===== config.mk =====
export PLATFORM = sky130hd
export DESIGN_NAME = acv_outbuf_flat
export DESIGN_NICKNAME = d
export VERILOG_FILES = /design/src/rtl/core/acv_pkg.sv /design/src/rtl/core/acv_out_if.sv /design/src/rtl/core/acv_outbuf.sv /design/src/flat_wrapper.sv
export SDC_FILE = /design/constraint.sdc
export NUM_CORES = 1
export LEC_CHECK = 0
export BUFFER_PORTS_ARGS = -buffer_cell sky130_fd_sc_hd__buf_2
export CORE_MARGIN = 2
export CORE_UTILIZATION = 51
export DETAILED_ROUTE_END_ITERATION = 16
export PLACE_DENSITY = 0.85
export SYNTH_ARGS = -nofsm -noshare
export SYNTH_HDL_FRONTEND = slang
export SYNTH_SLANG_ARGS = --single-unit

===== constraint.sdc =====
create_clock -name clk -period 4.35 [get_ports clk]
set_input_delay 0.87 -clock clk [delete_from_list [all_inputs] [get_ports clk]]
set_output_delay 0.87 -clock clk [all_outputs]
set_load 0.005 [all_outputs]

===== src/rtl/core/acv_pkg.sv =====
// ----------------------------------------------------------------------------
// acv_pkg - shared types and constants for the CORDIC arctangent core
// Field widths, angle format, the atan(2^-k) table and pipeline control.
// ----------------------------------------------------------------------------
`default_nettype none

package acv_pkg;

  localparam int TAN_W     = 32;         // Q16.16 input
  localparam int ANG_W     = 30;         // Q2.28 output
  localparam int Z_W       = 35;         // Q.32 angle accumulator, |z| < 2^33
  localparam int ROM_DEPTH = 30;

  localparam logic signed [Z_W-1:0] HALF_PI_Q28 = 35'sd421657428;

  // control travelling alongside each pipeline slot
  typedef struct packed {
    logic valid;
    logic zero;   // input was exactly zero
  } ctl_t;

  // output buffer occupancy
  typedef struct packed {
    logic out_v;
    logic skid_v;
  } buf_stat_t;

  // atan(2^-k) * 2^32, rounded to nearest
  function automatic logic signed [Z_W-1:0] atan_rom(input int k);
    logic signed [Z_W-1:0] v;
    case (k)
      0:       v = 35'sd3373259426;
      1:       v = 35'sd1991351318;
      2:       v = 35'sd1052175346;
      3:       v = 35'sd534100635;
      4:       v = 35'sd268086748;
      5:       v = 35'sd134174063;
      6:       v = 35'sd67103403;
      7:       v = 35'sd33553749;
      8:       v = 35'sd16777131;
      9:       v = 35'sd8388597;
      10:      v = 35'sd4194303;
      default: v = (k < ROM_DEPTH) ? (35'sd1 <<< (32 - k)) : '0;
    endcase
    return v;
  endfunction

endpackage

`default_nettype wire


===== src/rtl/core/acv_out_if.sv =====
// ----------------------------------------------------------------------------
// acv_out_if - angle result channel
// Valid/ready stream carrying one Q2.28 angle per transfer.
// ----------------------------------------------------------------------------
`default_nettype none

interface acv_out_if
  import acv_pkg::*;
();
  logic                    valid;
  logic                    ready;
  logic signed [ANG_W-1:0] angle_out;

  modport source (output valid, output angle_out, input ready);
  modport sink   (input valid, input angle_out, output ready);
endinterface

`default_nettype wire


===== src/rtl/core/acv_outbuf.sv =====
// ----------------------------------------------------------------------------
// acv_outbuf - two-entry result buffer
// Output register plus skid entry; the pipeline stalls only once the skid
// entry is occupied, so the stall signal is a flop.
// ----------------------------------------------------------------------------
`default_nettype none

module acv_outbuf
  import acv_pkg::*;
(
  input  wire logic                    clk,
  input  wire logic                    rst_n,
  input  wire logic                    push,
  input  wire logic signed [ANG_W-1:0] push_data,
  output logic                         en,
  output buf_stat_t                    stat,
  acv_out_if.source                    out_ch
);

  logic                    out_v_r, skid_v_r;
  logic signed [ANG_W-1:0] out_d_r, skid_d_r;
  logic                    pop;

  assign pop = out_v_r && out_ch.ready;
  assign en  = !skid_v_r;

  always_ff @(posedge clk) begin
    if (!rst_n) begin
      out_v_r  <= 1'b0;
      skid_v_r <= 1'b0;
    end else if (pop) begin
      if (skid_v_r) begin
        out_v_r  <= 1'b1;
        skid_v_r <= 1'b0;
      end else begin
        out_v_r  <= push;
      end
    end else if (!out_v_r) begin
      out_v_r <= push;
    end else if (push) begin
      skid_v_r <= 1'b1;
    end
  end

  always_ff @(posedge clk) begin
    if (pop) begin
      out_d_r <= skid_v_r ? skid_d_r : push_data;
    end else if (!out_v_r) begin
      out_d_r <= push_data;
    end else if (push) begin
      skid_d_r <= push_data;
    end
  end

  assign out_ch.valid     = out_v_r;
  assign out_ch.angle_out = out_d_r;
  assign stat.out_v       = out_v_r;
  assign stat.skid_v      = skid_v_r;

endmodule

`default_nettype wire


===== src/flat_wrapper.sv =====
// flat-port wrapper written by rule: the top's interface ports become plain ports
module acv_outbuf_flat import acv_pkg::*;
  (clk, rst_n, push, push_data, en, stat, out_ch_valid, out_ch_angle_out, out_ch_ready);
  acv_out_if out_ch_i ();
  input  wire logic clk;
  input  wire logic rst_n;
  input  wire logic push;
  input  wire logic signed [ANG_W-1:0] push_data;
  output logic en;
  output buf_stat_t stat;
  output wire logic [$bits(out_ch_i.valid)-1:0] out_ch_valid;
  output wire logic [$bits(out_ch_i.angle_out)-1:0] out_ch_angle_out;
  input wire logic [$bits(out_ch_i.ready)-1:0] out_ch_ready;
  assign out_ch_valid = out_ch_i.valid;
  assign out_ch_angle_out = out_ch_i.angle_out;
  assign out_ch_i.ready = out_ch_ready;
  acv_outbuf u_core (.clk(clk), .rst_n(rst_n), .push(push), .push_data(push_data), .en(en), .stat(stat), .out_ch(out_ch_i));
endmodule

==> impl_metrics.env <==
export IMPL_drt_total_wl_um=3763
export IMPL_rrSetupSlack_ns=2.20
export IMPL_cts_buffer_depth=2
export IMPL_core_area_mm2=0.004444
export IMPL_crit_chain="buf_2, nand3_2, mux2_4"
export IMPL_maxCapViolCount=0
export IMPL_root_buffer="clkbuf_8"
export IMPL_power_internal_uw=935.6
export IMPL_place_area_mm2=0.002770
export IMPL_num_antenna_cells=0
export IMPL_path_max_fanout=30
export IMPL_rsz0062_at_grt="false"
export IMPL_drv_slew=0
export IMPL_syn_area_per_cell_um2=22.23
export IMPL_critPathKind="in2reg"
export IMPL_setup_worst_path_end="u_core.out_ch.angle_out[24]$_DFFE_PP_"
export IMPL_period_minus_slack_ns=2.332
export IMPL_die_area_mm2=0.005273
export IMPL_synth_simple_area_share_pct=1.355
export IMPL_wire_per_inst_um=15.68
export IMPL_ir_worst_vdd_uv=222.3
export IMPL_synth_top_family_by_area="multiplexers"
export IMPL_synth_xor_area_share_pct=0
export IMPL_switching_share_pct=21.28
export IMPL_grt_max_degree=31
export IMPL_cts_repair_resized=0
export IMPL_first_pass_iters=4
export IMPL_rr_endpoint="u_core.out_ch.angle_out[24]$_DFFE_PP_"
export IMPL_via_count=1211
export IMPL_cp_num_buf_inv=1
export IMPL_grt_usage_pct=15.55
export IMPL_power_density_mw_per_mm2=406.1
export IMPL_pwr_share_clk_pct=34.4
export IMPL_start_kind="input port"
export IMPL_synth_compound_area_share_pct=0.8338
export IMPL_vias_per_cell=5.046
export IMPL_post_cts_setup_buffer_count=0
export IMPL_drc=0
export IMPL_setup_viol=0
export IMPL_timing_rr_start="u_core.out_ch.valid$_SDFF_PN0_"
export IMPL_worstMarginPinSlew_ns=1.047
export IMPL_gp_congestion=0.6715
export IMPL_fin_crit_sh_pct=53.60
export IMPL_cts_hold_repair_buffers=0
export IMPL_rows=24
export IMPL_reg2reg_depth=2
export IMPL_end_kind="register"
export IMPL_cts_htree_levels=3
export IMPL_max_freq_ghz=0.4289
export IMPL_crit_family="simple AND/OR/NAND/NOR gates"
export IMPL_drive_gt1_share_pct=61.17
export IMPL_slew_headroom_pct=30.14
export IMPL_syn_num_nets=142
export IMPL_fin_total_pwr_mw=1.189
export IMPL_grt_pass1_wl_um=5906
export IMPL_syn_area_mm2=0.002401
export IMPL_synth_seq_cells=62
export IMPL_cts_tree="done"
export IMPL_final_area_mm2=0.002927
export IMPL_die_h_um=72.62
export IMPL_cp_required_ns=4.41
export IMPL_synth_adder_area_share_pct=0
export IMPL_io_pins=68
export IMPL_power_leakage_nw=1.274
export IMPL_hpwl_um=2541
export IMPL_die_x_um=72.62
export IMPL_synth_distinct_cells=13
export IMPL_p_sw_uw=252.9
export IMPL_outcome="completed"
export IMPL_synthCells=108
export IMPL_drtAntennaViolNets=0
export IMPL_grt_overflow_total=0
export IMPL_hold_path_class="reg2reg"
export IMPL_clock_sinks=62
export IMPL_clkLatencyLatePin_ns=0.32
export IMPL_cp_depth=3
export IMPL_ys_warn_count=0
export IMPL_worstPathArrival_ns=2.40
export IMPL_p_seq_share_pct=58.5
export IMPL_tns_ns=0
export IMPL_crit_start="out_ch_ready"
export IMPL_syn2layout_area_growth_pct=21.89
export IMPL_final_hold_violation_count=0
export IMPL_synth_mux_area_share_pct=18.76
export IMPL_antenna_found_initial=0
export IMPL_grt_pass1_vias=1257
export IMPL_port_buffers=67
export IMPL_synth_seq_area_share_pct=76.71
export IMPL_cts_buffers=9
export IMPL_fin_nets=217
export IMPL_start_util_pct=54.03
export IMPL_drt_initial_drc_count=32
export IMPL_finClkSkew_ns=0.007878
export IMPL_combinationalPowerShare_pct=7.1
export IMPL_critPathMaxStageDelay_ns=0.80
export IMPL_cts_clk_slew_worst_paths_ns=0.07
export IMPL_crit_slowest_cell="nand3_2"
Yosys cell counts:
cell type | n | share of area, %
nand3_2 | 1 | 0.42
dfxtp_1 | 2 | 1.7
mux2_4 | 30 | 19
buf_4 | 2 | 0.63
or2b_1 | 1 | 0.31
o21a_1 | 1 | 0.31
a21boi_0 | 1 | 0.31
inv_1 | 2 | 0.31
buf_6 | 3 | 1.4
a21oi_1 | 1 | 0.21
nand2_1 | 2 | 0.31
nor2_1 | 2 | 0.31
edfxtp_1 | 60 | 75
area by class of cell:
class | count | area [um2]
Multi-Input combinational cell | 39 | 505.5
Timing Repair Buffer | 69 | 350.3
Inverter | 2 | 7.507
Clock buffer | 10 | 127.6
Tap cell | 52 | 65.06
Sequential cell | 62 | 1842
Fill cell | 329 | 1518
Clock inverter | 6 | 28.78
flip-flops by register name (all words and copies together), names as in the netlist:
signal and count:
u_core.out_ch.angle_out 30, u_core.skid_d_r 30, u_core.out_ch.valid 1, u_core.skid_v_r 1
worst reg2reg max path: stages (launching register included):
cell and delay (ns):
dfxtp_1 0.44, nand3_2 0.83, mux2_4 0.62
worst min path at each step:
stage	cells after the start	end	slack [ns]	start
global placement	2	u_core.skid_v_r$_SDFFE_PP0P_	0.52	u_core.skid_v_r$_SDFFE_PP0P_
global route	1	u_core.out_ch.angle_out[22]$_DFFE_PP_	0.55	u_core.skid_d_r[22]$_DFFE_PP_
detailed placement	1	u_core.out_ch.angle_out[9]$_DFFE_PP_	0.54	u_core.skid_d_r[9]$_DFFE_PP_
finish	1	u_core.out_ch.angle_out[26]$_DFFE_PP_	0.54	u_core.skid_d_r[26]$_DFFE_PP_
CTS	1	u_core.out_ch.angle_out[26]$_DFFE_PP_	0.54	u_core.skid_d_r[26]$_DFFE_PP_
floorplan	2	u_core.skid_v_r$_SDFFE_PP0P_	0.51	u_core.skid_v_r$_SDFFE_PP0P_
power groups by stage:
stage                     combinational (mW)  sequential (mW)  clock, mW
after CTS                             0.0865            0.695      0.417
final                                 0.0847            0.695      0.409
after global routing                  0.0924            0.697      0.443
after floorplan                       0.0360            0.711          0
after global placement                0.0827            0.706          0
after detailed placement              0.0864            0.708          0
kinds of logic (layout without fill, tap and decap cells):
| family | count (synthesis) | count (layout) |
|---|---|---|
| AOI/OAI and AO/OA | 3 | 3 |
| and+or+nand+nor | 6 | 6 |
| buffers and inverters | 7 | 87 |
| DFF | 62 | 62 |
| muxes | 30 | 30 |
through the flow:
stage	setup WS, ns	util (%)	instances	hold WS [ns]
after detailed placement	1.654	62.33	224	0.5351
after CTS	2.001	65.85	240	0.5450
final	2.018	65.85	240	0.5401
after floorplan	1.059	-	108	0.5127
after global placement	1.721	62.33	224	0.5206
after global routing	1.930	65.85	240	0.5539
cells in the final DEF, fill, tap and decap left out, drive strengths merged:
master / Yosys / routed
buf: 5 / 69
edfxtp: 60 / 60
mux2: 30 / 30
clkbuf: 0 / 10
clkinv: 0 / 6
inv: 2 / 2
nand2: 2 / 2
dfxtp: 2 / 2
nor2: 2 / 2
nand3: 1 / 1
or2b: 1 / 1
a21oi: 1 / 1
a21boi: 1 / 1
o21a: 1 / 1
layer usage:
layer | GRT usage (%) | vias up | routed length [um]
li1 | - | 567 | -
met1 | 18.54 | 585 | 1591
met2 | 24.24 | 48 | 1868
met3 | 4.282 | 11 | 203
met4 | 11.32 | 0 | 99
met5 | 0 | - | 0
Note: power is estimated with default switching activity, not from simulation.
